<file path="src/design/pdfi_pkg.sv">
// -----------------------------------------------------------------------------
// pdfi_pkg
// Types and constants shared by the packet drop fault injector modules.
// -----------------------------------------------------------------------------
package pdfi_pkg;

   localparam int NODE_W   = 64;
   localparam int CNT_W    = 32;
   localparam int KIND_W   = 2;
   localparam int NKIND    = 4;
   localparam int PORTAL_W = 6;
   localparam int CSR_IDX_W = 3;

   localparam logic [NODE_W-1:0] NODE_ANY     = {NODE_W{1'b1}};
   localparam logic [CNT_W-1:0]  CNT_ALL      = {CNT_W{1'b1}};
   localparam logic [NKIND-1:0]  KIND_ALL     = 4'b1111;
   // put and get are the only kinds that carry a portal
   localparam logic [NKIND-1:0]  KIND_PUT_GET = 4'b0101;

   localparam int MODE_DROP_ALL_BIT = 0;
   localparam int MODE_RANDOM_BIT   = 1;

   localparam logic OP_JUDGE   = 1'b0;
   localparam logic OP_RESTART = 1'b1;

   localparam logic [CSR_IDX_W-1:0] CSR_SOURCE_FILTER = 3'd0;
   localparam logic [CSR_IDX_W-1:0] CSR_DEST_FILTER   = 3'd1;
   localparam logic [CSR_IDX_W-1:0] CSR_LOCAL_FILTER  = 3'd2;
   localparam logic [CSR_IDX_W-1:0] CSR_TYPE_MASK     = 3'd3;
   localparam logic [CSR_IDX_W-1:0] CSR_PORTAL_MASK   = 3'd4;
   localparam logic [CSR_IDX_W-1:0] CSR_DROP_RATE     = 3'd5;
   localparam logic [CSR_IDX_W-1:0] CSR_DROP_INTERVAL = 3'd6;
   localparam logic [CSR_IDX_W-1:0] CSR_MODE_FLAGS    = 3'd7;

   typedef struct packed {
      logic [NODE_W-1:0] source_filter;
      logic [NODE_W-1:0] dest_filter;
      logic [NODE_W-1:0] local_filter;
      logic [NKIND-1:0]  type_mask;
      logic [NODE_W-1:0] portal_mask;
      logic [CNT_W-1:0]  drop_rate;
      logic [CNT_W-1:0]  drop_interval;
      logic [1:0]        mode_flags;
   } cfg_type;

   // raw message word as captured from the request port
   typedef struct packed {
      logic                operation;
      logic [NODE_W-1:0]   source_node;
      logic [NODE_W-1:0]   dest_node;
      logic [NODE_W-1:0]   local_node;
      logic [KIND_W-1:0]   msg_kind;
      logic [PORTAL_W-1:0] portal_index;
      logic [CNT_W-1:0]    now_seconds;
      logic [CNT_W-1:0]    random_draw;
   } hdr_type;

   // state-independent part of the verdict
   typedef struct packed {
      logic              operation;
      logic              matched;
      logic [KIND_W-1:0] msg_kind;
      logic [CNT_W-1:0]  now_seconds;
      logic [CNT_W-1:0]  draw_rate;      // draw clamped below drop_rate
      logic [CNT_W-1:0]  draw_interval;  // draw clamped below drop_interval
      logic              random_drop;
      logic [CNT_W-1:0]  restart_next_second;
      logic [CNT_W-1:0]  restart_window;
   } judge_type;

   typedef struct packed {
      logic             drop;
      logic             matched;
      logic [CNT_W-1:0] match_total;
      logic [CNT_W-1:0] dropped_total;
   } result_type;

endpackage

</file>
<file path="src/design/pdfi_filter.sv">
// -----------------------------------------------------------------------------
// pdfi_filter
// Node, kind and portal filters plus draw clamping for one message word.
// -----------------------------------------------------------------------------
module pdfi_filter
   import pdfi_pkg::*;
(
   input  cfg_type   cfg,
   input  hdr_type   msg,
   output judge_type judge
);

   function automatic logic node_ok(input logic [NODE_W-1:0] filt,
                                    input logic [NODE_W-1:0] node);
      logic net_eq;
      logic addr_any;
      net_eq   = filt[NODE_W-1:NODE_W/2] == node[NODE_W-1:NODE_W/2];
      addr_any = &filt[NODE_W/2-1:0];
      return (filt == node) || (filt == NODE_ANY) || (net_eq && addr_any);
   endfunction

   function automatic logic [CNT_W-1:0] clamp_draw(input logic [CNT_W-1:0] draw,
                                                   input logic [CNT_W-1:0] bound);
      logic [CNT_W-1:0] res;
      if (bound == '0) begin
         res = '0;
      end else if (draw >= bound) begin
         res = bound - CNT_W'(1);
      end else begin
         res = draw;
      end
      return res;
   endfunction

   logic [NKIND-1:0] kinds;
   logic             portal_ok;
   logic             nodes_ok;
   logic [CNT_W-1:0] draw_int;

   always_comb begin
      kinds = (cfg.type_mask == '0) ? KIND_ALL : cfg.type_mask;
      if (cfg.portal_mask != '0) begin
         kinds = kinds & KIND_PUT_GET;
      end
   end

   assign portal_ok = (cfg.portal_mask == '0) || cfg.portal_mask[msg.portal_index];
   assign nodes_ok  = node_ok(cfg.source_filter, msg.source_node)
                    && node_ok(cfg.dest_filter, msg.dest_node)
                    && node_ok(cfg.local_filter, msg.local_node);
   assign draw_int  = clamp_draw(msg.random_draw, cfg.drop_interval);

   always_comb begin
      judge.operation           = msg.operation;
      judge.matched             = (msg.operation == OP_JUDGE) && nodes_ok
                                  && kinds[msg.msg_kind] && portal_ok;
      judge.msg_kind            = msg.msg_kind;
      judge.now_seconds         = msg.now_seconds;
      judge.draw_rate           = clamp_draw(msg.random_draw, cfg.drop_rate);
      judge.draw_interval       = draw_int;
      // upper half of the interval drops
      judge.random_drop         = draw_int >= (cfg.drop_interval >> 1);
      judge.restart_next_second = msg.now_seconds + draw_int;
      judge.restart_window      = msg.now_seconds + cfg.drop_interval;
   end

endmodule

</file>
<file path="src/design/pdfi_rule.sv">
// -----------------------------------------------------------------------------
// pdfi_rule
// Drop rule state: counters, rate phase and time windows; one word per cycle while advance is high.
// -----------------------------------------------------------------------------
module pdfi_rule
   import pdfi_pkg::*;
(
   input  logic       clock,
   input  logic       reset,
   input  cfg_type    cfg,
   input  logic       advance,
   input  judge_type  judge,
   output result_type result
);

   logic [CNT_W-1:0] match_counter_ff,    match_counter_in;
   logic [CNT_W-1:0] rate_phase_ff,       rate_phase_in;
   logic [CNT_W-1:0] next_drop_index_ff,  next_drop_index_in;
   logic [CNT_W-1:0] next_drop_second_ff, next_drop_second_in;
   logic [CNT_W-1:0] window_base_ff,      window_base_in;
   logic [CNT_W-1:0] drop_counter_ff,     drop_counter_in;
   logic [CNT_W-1:0] per_kind_drops_ff [NKIND];
   logic [CNT_W-1:0] per_kind_drops_in [NKIND];

   logic             drop;
   logic [CNT_W-1:0] mc_inc;
   logic [CNT_W-1:0] phase_inc;
   logic [CNT_W-1:0] win_start;

   assign mc_inc    = match_counter_ff + CNT_W'(1);
   assign phase_inc = rate_phase_ff + CNT_W'(1);
   assign win_start = (judge.now_seconds > window_base_ff) ? judge.now_seconds
                                                            : window_base_ff;

   always_comb begin
      match_counter_in    = match_counter_ff;
      rate_phase_in       = rate_phase_ff;
      next_drop_index_in  = next_drop_index_ff;
      next_drop_second_in = next_drop_second_ff;
      window_base_in      = window_base_ff;
      drop_counter_in     = drop_counter_ff;
      per_kind_drops_in   = per_kind_drops_ff;
      drop                = 1'b0;

      if (judge.operation == OP_RESTART) begin
         match_counter_in = '0;
         rate_phase_in    = '0;
         drop_counter_in  = '0;
         for (int k = 0; k < NKIND; k++) begin
            per_kind_drops_in[k] = '0;
         end
         if (cfg.drop_rate != '0) begin
            next_drop_index_in = (cfg.drop_rate == CNT_W'(2)) ? '0 : judge.draw_rate;
         end else begin
            next_drop_second_in = judge.restart_next_second;
            window_base_in      = judge.restart_window;
         end
      end else if (judge.matched) begin
         priority if (cfg.mode_flags[MODE_DROP_ALL_BIT]) begin
            drop = 1'b1;
         end else if (cfg.mode_flags[MODE_RANDOM_BIT]) begin
            drop = judge.random_drop;
         end else if (cfg.drop_rate == '0) begin
            match_counter_in = mc_inc;
            drop = judge.now_seconds >= next_drop_second_ff;
            if (drop) begin
               next_drop_second_in = win_start + judge.draw_interval;
               window_base_in      = win_start + cfg.drop_interval;
            end
         end else begin
            drop             = match_counter_ff == next_drop_index_ff;
            match_counter_in = mc_inc;
            rate_phase_in    = phase_inc;
            // phase wraps when it reaches the rate: re-arm the next drop slot
            if (phase_inc >= cfg.drop_rate) begin
               rate_phase_in      = '0;
               next_drop_index_in = mc_inc + judge.draw_rate;
            end
         end
         if (drop) begin
            if (per_kind_drops_ff[judge.msg_kind] != CNT_ALL) begin
               per_kind_drops_in[judge.msg_kind] =
                  per_kind_drops_ff[judge.msg_kind] + CNT_W'(1);
            end
            if (drop_counter_ff != CNT_ALL) begin
               drop_counter_in = drop_counter_ff + CNT_W'(1);
            end
         end
      end
   end

   always_ff @(posedge clock) begin
      if (reset) begin
         match_counter_ff    <= '0;
         rate_phase_ff       <= '0;
         next_drop_index_ff  <= '0;
         next_drop_second_ff <= '0;
         window_base_ff      <= '0;
         drop_counter_ff     <= '0;
         for (int k = 0; k < NKIND; k++) begin
            per_kind_drops_ff[k] <= '0;
         end
      end else if (advance) begin
         match_counter_ff    <= match_counter_in;
         rate_phase_ff       <= rate_phase_in;
         next_drop_index_ff  <= next_drop_index_in;
         next_drop_second_ff <= next_drop_second_in;
         window_base_ff      <= window_base_in;
         drop_counter_ff     <= drop_counter_in;
         per_kind_drops_ff   <= per_kind_drops_in;
      end
   end

   always_comb begin
      result.drop          = drop;
      result.matched       = judge.matched;
      result.match_total   = match_counter_in;
      result.dropped_total = drop_counter_in;
   end

endmodule

</file>
<file path="src/design/packet_drop_fault_injector_top.sv">
// -----------------------------------------------------------------------------
// packet_drop_fault_injector_top
// One network fault rule: filters message headers and decides drops.
// -----------------------------------------------------------------------------
//  Channel | Ports                     | Direction | Word
//  --------+---------------------------+-----------+-------------------------
//  request | req_valid / req_stall     | in        | operation + header
//  result  | rsp_valid / rsp_stall     | out       | drop, matched, totals
//  config  | csr_write_en / csr_index  | in        | 64-bit csr_wdata
//
//  One word per cycle sustained while rsp_stall is low; an accepted word passes the
//  input, filter and result registers in order before it is on the rsp_ ports.
//  Rule state is read and updated in the single cycle a word moves into the
//  result register, so back-to-back words see each other's updates.
//  A stalled result holds; the two earlier stages keep filling, then
//  req_stall rises. Synchronous reset clears all control state and counters.
// -----------------------------------------------------------------------------
module packet_drop_fault_injector_top
   import pdfi_pkg::*;
(
   input  logic                 clock,
   input  logic                 reset,

   input  logic                 csr_write_en,
   input  logic [CSR_IDX_W-1:0] csr_index,
   input  logic [NODE_W-1:0]    csr_wdata,

   input  logic                 req_valid,
   output logic                 req_stall,
   input  logic                 req_operation,
   input  logic [NODE_W-1:0]    req_source_node,
   input  logic [NODE_W-1:0]    req_dest_node,
   input  logic [NODE_W-1:0]    req_local_node,
   input  logic [KIND_W-1:0]    req_msg_kind,
   input  logic [PORTAL_W-1:0]  req_portal_index,
   input  logic [CNT_W-1:0]     req_now_seconds,
   input  logic [CNT_W-1:0]     req_random_draw,

   output logic                 rsp_valid,
   input  logic                 rsp_stall,
   output logic                 rsp_drop,
   output logic                 rsp_matched,
   output logic [CNT_W-1:0]     rsp_match_total,
   output logic [CNT_W-1:0]     rsp_dropped_total
);

   cfg_type    cfg_ff;
   hdr_type    msg_ff;
   judge_type  judge_ff, judge_in;
   result_type result_ff, result_in;

   logic valid_a_ff, valid_a_in;
   logic valid_b_ff, valid_b_in;
   logic rsp_valid_ff, rsp_valid_in;

   logic out_move;
   logic b_free;
   logic b_move;
   logic a_free;
   logic a_move;
   logic accept;

   // ---- configuration registers
   always_ff @(posedge clock) begin
      if (reset) begin
         cfg_ff.source_filter <= NODE_ANY;
         cfg_ff.dest_filter   <= NODE_ANY;
         cfg_ff.local_filter  <= NODE_ANY;
         cfg_ff.type_mask     <= '0;
         cfg_ff.portal_mask   <= '0;
         cfg_ff.drop_rate     <= '0;
         cfg_ff.drop_interval <= '0;
         cfg_ff.mode_flags    <= '0;
      end else if (csr_write_en) begin
         unique case (csr_index)
            CSR_SOURCE_FILTER: cfg_ff.source_filter <= csr_wdata;
            CSR_DEST_FILTER:   cfg_ff.dest_filter   <= csr_wdata;
            CSR_LOCAL_FILTER:  cfg_ff.local_filter  <= csr_wdata;
            CSR_TYPE_MASK:     cfg_ff.type_mask     <= csr_wdata[NKIND-1:0];
            CSR_PORTAL_MASK:   cfg_ff.portal_mask   <= csr_wdata;
            CSR_DROP_RATE:     cfg_ff.drop_rate     <= csr_wdata[CNT_W-1:0];
            CSR_DROP_INTERVAL: cfg_ff.drop_interval <= csr_wdata[CNT_W-1:0];
            CSR_MODE_FLAGS:    cfg_ff.mode_flags    <= csr_wdata[1:0];
         endcase
      end
   end

   // ---- pipeline flow control
   assign out_move  = !rsp_valid_ff || !rsp_stall;
   assign b_move    = valid_b_ff && out_move;
   assign b_free    = !valid_b_ff || out_move;
   assign a_move    = valid_a_ff && b_free;
   assign a_free    = !valid_a_ff || b_free;
   assign req_stall = !a_free;
   assign accept    = req_valid && a_free;

   assign valid_a_in   = accept || (valid_a_ff && !b_free);
   assign valid_b_in   = a_move || (valid_b_ff && !out_move);
   assign rsp_valid_in = b_move || (rsp_valid_ff && !out_move);

   always_ff @(posedge clock) begin
      if (reset) begin
         valid_a_ff   <= 1'b0;
         valid_b_ff   <= 1'b0;
         rsp_valid_ff <= 1'b0;
      end else begin
         valid_a_ff   <= valid_a_in;
         valid_b_ff   <= valid_b_in;
         rsp_valid_ff <= rsp_valid_in;
      end
   end

   // ---- input register
   always_ff @(posedge clock) begin
      if (accept) begin
         msg_ff.operation    <= req_operation;
         msg_ff.source_node  <= req_source_node;
         msg_ff.dest_node    <= req_dest_node;
         msg_ff.local_node   <= req_local_node;
         msg_ff.msg_kind     <= req_msg_kind;
         msg_ff.portal_index <= req_portal_index;
         msg_ff.now_seconds  <= req_now_seconds;
         msg_ff.random_draw  <= req_random_draw;
      end
   end

   pdfi_filter u_filter (
      .cfg   (cfg_ff),
      .msg   (msg_ff),
      .judge (judge_in)
   );

   // ---- filter register
   always_ff @(posedge clock) begin
      if (a_move) begin
         judge_ff <= judge_in;
      end
   end

   pdfi_rule u_rule (
      .clock   (clock),
      .reset   (reset),
      .cfg     (cfg_ff),
      .advance (b_move),
      .judge   (judge_ff),
      .result  (result_in)
   );

   // ---- result register
   always_ff @(posedge clock) begin
      if (b_move) begin
         result_ff <= result_in;
      end
   end

   assign rsp_valid         = rsp_valid_ff;
   assign rsp_drop          = result_ff.drop;
   assign rsp_matched       = result_ff.matched;
   assign rsp_match_total   = result_ff.match_total;
   assign rsp_dropped_total = result_ff.dropped_total;

endmodule

</file>
<file path="config.mk">
export PLATFORM = sky130hd
export DESIGN_NAME = packet_drop_fault_injector_top
export DESIGN_NICKNAME = d
export VERILOG_FILES = /design/src/design/pdfi_pkg.sv /design/src/design/pdfi_filter.sv /design/src/design/pdfi_rule.sv /design/src/design/packet_drop_fault_injector_top.sv
export SDC_FILE = /design/constraint.sdc
export NUM_CORES = 2
export LEC_CHECK = 0
export ABC_AREA = 0
export ABC_CLOCK_PERIOD_IN_PS = 19700
export CAP_MARGIN = 20
export CELL_PAD_IN_SITES_DETAIL_PLACEMENT = 1
export CELL_PAD_IN_SITES_GLOBAL_PLACEMENT = 1
export CORE_ASPECT_RATIO = 1.75
export CORE_MARGIN = 10
export CORE_UTILIZATION = 40
export DETAILED_ROUTE_END_ITERATION = 8
export DONT_BUFFER_PORTS = 1
export PLACE_DENSITY = 0.63
export SLEW_MARGIN = 20
export SYNTH_ARGS = -nofsm -noshare
export SYNTH_HDL_FRONTEND = slang
export SYNTH_SLANG_ARGS = --single-unit
</file>
<file path="constraint.sdc">
create_clock -name clock -period 19.7 [get_ports clock]
set_clock_uncertainty 0.15 [all_clocks]
set_input_delay 2.955 -clock clock [delete_from_list [all_inputs] [get_ports clock]]
set_output_delay 2.955 -clock clock [all_outputs]
set_load 0.01 [all_outputs]
</file>
==> flow_results.xml <==
<?xml version="1.0" encoding="UTF-8"?>
<metrics>
  <group name="timing">
    <metric name="worst_pin_slew" unit="ns">1.22</metric>
    <metric name="setup-tns-final" unit="ns">0</metric>
    <metric name="layout_min_cycle_time" unit="ns">6.57</metric>
    <metric name="maxClockFrequency" unit="MHz">152</metric>
    <metric name="whs" unit="ns">0.306</metric>
    <metric name="maxSlewHeadroom" unit="%">18.1</metric>
    <metric name="report.final.hold_viol_count" unit="">0</metric>
    <metric name="fin_crit_sh" unit="%">33.3</metric>
    <metric name="maxSlewViolCount" unit="">0</metric>
    <metric name="setup_viol_count_final" unit="">0</metric>
    <metric name="rsz_0062_raised_after_global_routing" unit="">false</metric>
  </group>
  <group name="floorplanning">
    <metric name="floorplan.die_area" unit="µm²">155000</metric>
    <metric name="die_w" unit="µm">302</metric>
    <metric name="boundaryPins" unit="">405</metric>
    <metric name="rows" unit="">181</metric>
    <metric name="die_height" unit="µm">514</metric>
    <metric name="initial_utilization" unit="%">40.2</metric>
    <metric name="placeableCoreArea" unit="µm²">139000</metric>
  </group>
  <group name="worst_hold_path">
    <metric name="hp-class" unit="">reg -&gt; reg</metric>
    <metric name="timing.hold.worst.start" unit="">u_rule.next_drop_second_ff[14]$_SDFFE_PP0P_</metric>
  </group>
  <group name="pwr">
    <metric name="power_density" unit="nW/µm²">90.3</metric>
    <metric name="cellInternalPower" unit="mW">3.88</metric>
    <metric name="power.switching" unit="mW">1.64</metric>
    <metric name="switching_share" unit="%">29.7</metric>
    <metric name="seq_power_share" unit="%">44.7</metric>
    <metric name="power.static_leakage" unit="nW">23.0</metric>
    <metric name="vdd.ir_drop.worst" unit="µV">78.7</metric>
    <metric name="report.power.total" unit="mW">5.52</metric>
    <metric name="power.share.clock" unit="%">37.7</metric>
    <metric name="power.combinational.fraction" unit="%">17.6</metric>
  </group>
  <group name="global_routing">
    <metric name="grt_max_degree" unit="">319</metric>
    <metric name="grt_pass1_vias" unit="">48000</metric>
    <metric name="global_route.usage.total" unit="%">27.3</metric>
    <metric name="number_of_antenna_violations_at_the_first_check_in_global_routing" unit="">53</metric>
    <metric name="grt_pass1_wl" unit="mm">316</metric>
    <metric name="global_route.overflow_total" unit="">0</metric>
  </group>
  <group name="setup_path">
    <metric name="path_class" unit="">in -&gt; out</metric>
    <metric name="path_buf_inv" unit="">0</metric>
    <metric name="cp_data_required_time" unit="ns">16.60</metric>
    <metric name="startpoint" unit="">rsp_stall</metric>
    <metric name="cpMaxStageDelayCell" unit="">and2_1</metric>
    <metric name="r2r-start" unit="">cfg_ff[3]$_SDFFE_PP0P_</metric>
    <metric name="crit_family" unit="">simple AND/OR/NAND/NOR gates</metric>
    <metric name="cp_capture_type" unit="">output pin</metric>
    <metric name="critPathLaunchType" unit="">input port</metric>
    <metric name="cpPeakStageDelay" unit="ns">0.29</metric>
    <metric name="worstPathArrival" unit="ns">3.46</metric>
    <metric name="critical_path.max_fanout" unit="">3</metric>
    <metric name="critical_path.cell_chain" unit="">and3_1 -&gt; and2_1</metric>
  </group>
  <group name="yosys">
    <metric name="syn-cell-area" unit="µm²">55700</metric>
    <metric name="synth_ff_type" unit="">dfxtp_1</metric>
    <metric name="post_synth_inst_count" unit="">5964</metric>
    <metric name="postSynthNetCount" unit="">6659</metric>
    <metric name="yosys.cell_types.count" unit="">90</metric>
    <metric name="ys.warnings.count" unit="">0</metric>
    <metric name="synth_sequential_area_ratio" unit="%">45.4</metric>
    <metric name="asyncSetResetFlopFracSynth" unit="%">0</metric>
    <metric name="yosys_register_bits" unit="">1015</metric>
    <metric name="post_synth_edffs" unit="">494</metric>
    <metric name="post_synth.cell_area_avg" unit="µm²">9.33</metric>
  </group>
  <group name="routing">
    <metric name="ant_nets_after_route" unit="">0</metric>
    <metric name="routed_wirelength" unit="mm">217</metric>
    <metric name="drc" unit="">0</metric>
    <metric name="drt_first_pass_iters" unit="">7</metric>
    <metric name="route.detailed.vias_per_inst" unit="">5.82</metric>
    <metric name="vias" unit="">45300</metric>
    <metric name="drt-wirelength-per-cell" unit="µm">27.8</metric>
    <metric name="drt_iter0_drc" unit="">2230</metric>
  </group>
  <group name="cells_and_area">
    <metric name="final_core_util" unit="%">44.1</metric>
    <metric name="layout.nets" unit="">6532</metric>
    <metric name="layout-drive-gt1-share" unit="%">5.98</metric>
    <metric name="flow.area_growth_from_synthesis" unit="%">9.79</metric>
  </group>
  <group name="run">
    <metric name="timing.max_cap.violations" unit="">0</metric>
  </group>
  <group name="cts">
    <metric name="cts.sinks" unit="">1015</metric>
    <metric name="count_of_instances_resized_after_the_clock_tree_is_built" unit="">0</metric>
    <metric name="path_clk_slew" unit="ns">0.06</metric>
    <metric name="h-tree-depth" unit="">3</metric>
    <metric name="cts_setup_buffers" unit="">0</metric>
    <metric name="worst_skew_pair.late_latency" unit="ns">0.76</metric>
    <metric name="clk_path_buf_depth" unit="">3</metric>
    <metric name="clock-root-buffer" unit="">clkbuf_16</metric>
    <metric name="cts_hold_buffers" unit="">0</metric>
    <metric name="cts_tree" unit="">built</metric>
    <metric name="numCtsBuffers" unit="">101</metric>
  </group>
  <group name="placement">
    <metric name="place.gp.congestion" unit="">0.945</metric>
    <metric name="hpwl" unit="mm">164</metric>
    <metric name="placement.io_buffers" unit="">0</metric>
  </group>
  <group name="outcome">
    <metric name="outcome" unit="">finished clean</metric>
  </group>
</metrics>
-- per-stage QoR --
stage          worst slack [ns]  area (µm²)  std cells
4_1_cts                   13.12       61000       7753
3_3_place_gp              13.13       57500       7562
6_report                  13.13       61100       7785
3_5_place_dp              13.12       57500       7563
5_1_grt                   12.68       61100       7767
2_1_floorplan              3.63       55700       5964
-- cells by family after synthesis --
logic type	after synthesis	synth area share, %
compound gates	1182	13.3
flops	1015	45.4
fa+ha+maj	358	8.11
simple gates	2322	19.5
xor+xnor	497	7.82
mux	109	2.53
buf+inv	481	3.32
-- worst paths after layout --
check	end	slack, ns	depth (start not counted)
max	req_stall	13.13	2
min	u_rule.next_drop_second_ff[14]$_SDFFE_PP0P_	0.31	2
max reg2reg	judge_ff[62]$_DFFE_PP_	13.19	22
min reg2reg	u_rule.next_drop_second_ff[14]$_SDFFE_PP0P_	0.31	2
-- cell usage in the layout (no fill, tap or decap), types with 35 or more instances in the layout --
cell	count
and3_1	58
clkbuf_16	102
xor2_1	203
a21oi_1	487
a211oi_1	97
nor4_1	109
edfxtp_1	494
o21ai_0	174
buf_4	59
nand4_1	149
mux2_2	35
nand2_1	980
xnor2_1	294
ha_1	353
inv_1	184
nand3_1	325
a21o_1	112
mux2i_1	52
dfxtp_1	521
nor2_1	364
nor3_1	96
-- area by class of cell --
cell class	count	area, µm²
fill	15800	77500
multi-input combinational	4468	28700
sequential	1015	25300
clock buffer	119	2650
tap	1830	2290
clock inverter	71	882
inverter	187	712
timing repair buffer	64	542
antenna	31	77.6
-- cells in the mapped netlist, types with 16 or more instances --
cell type	count	area [µm²]
a22oi_1	23	173
xor2_1	203	1780
a21oi_1	488	2440
mux2_2	35	394
edfxtp_1	494	14800
o31ai_1	18	135
nand3b_1	17	128
or4_1	16	120
o211ai_1	34	255
a211oi_1	97	728
buf_1	20	75.1
nor2b_1	36	225
a21o_1	112	841
nor3_1	100	500
and3_1	58	363
nand2_1	984	3690
clkbuf_1	256	961
and4_1	16	140
a31oi_1	23	144
o21bai_1	23	173
dfxtp_1	521	10400
nor2_1	372	1400
o21a_1	34	255
nand3_1	326	1630
o21ai_0	174	871
mux4_2	22	495
ha_1	353	4420
nor4_1	109	682
inv_1	186	698
a311oi_1	19	166
and2_1	20	125
nand4_1	149	932
mux2i_1	52	521
nand2b_1	26	163
or3_1	31	194
xnor2_1	294	2570
-- routing by layer --
| layer | vias to the layer above | routed length, µm | share of wire, % | track usage [%] |
|---|---|---|---|---|
| li1 | 21300 | - | - | - |
| met1 | 22400 | 75100 | 35 | 26.9 |
| met2 | 1140 | 112000 | 52 | 50.4 |
| met3 | 488 | 12500 | 5.8 | 5.86 |
| met4 | 38 | 16500 | 7.6 | 18.4 |
| met5 | - | 258 | 0.12 | 0 |
-- sequential cells by signal, summed over array words and instances, names as in the netlist, named ones only --
signal / flops
u_rule.next_drop_second_ff: 32
cfg_ff: 326
rsp_drop: 1
msg_ff: 265
u_rule.match_counter_ff: 32
u_rule.rate_phase_ff: 32
rsp_dropped_total: 32
u_rule.next_drop_index_ff: 32
rsp_matched: 1
u_rule.drop_counter_ff: 32
valid_b_ff: 1
judge_ff: 163
u_rule.window_base_ff: 32
rsp_match_total: 32
valid_a_ff: 1
-- power groups by stage --
stage | sequential, mW | combinational [mW] | clock (mW)
after floorplan | 2.47 | 0.669 | 0
after global placement | 2.51 | 0.945 | 0
after detailed placement | 2.51 | 0.966 | 0
after CTS | 2.47 | 0.973 | 2.13
after global routing | 2.47 | 1.07 | 2.21
final | 2.47 | 0.974 | 2.08
No activity file was read; power rests on OpenSTA's default activity.
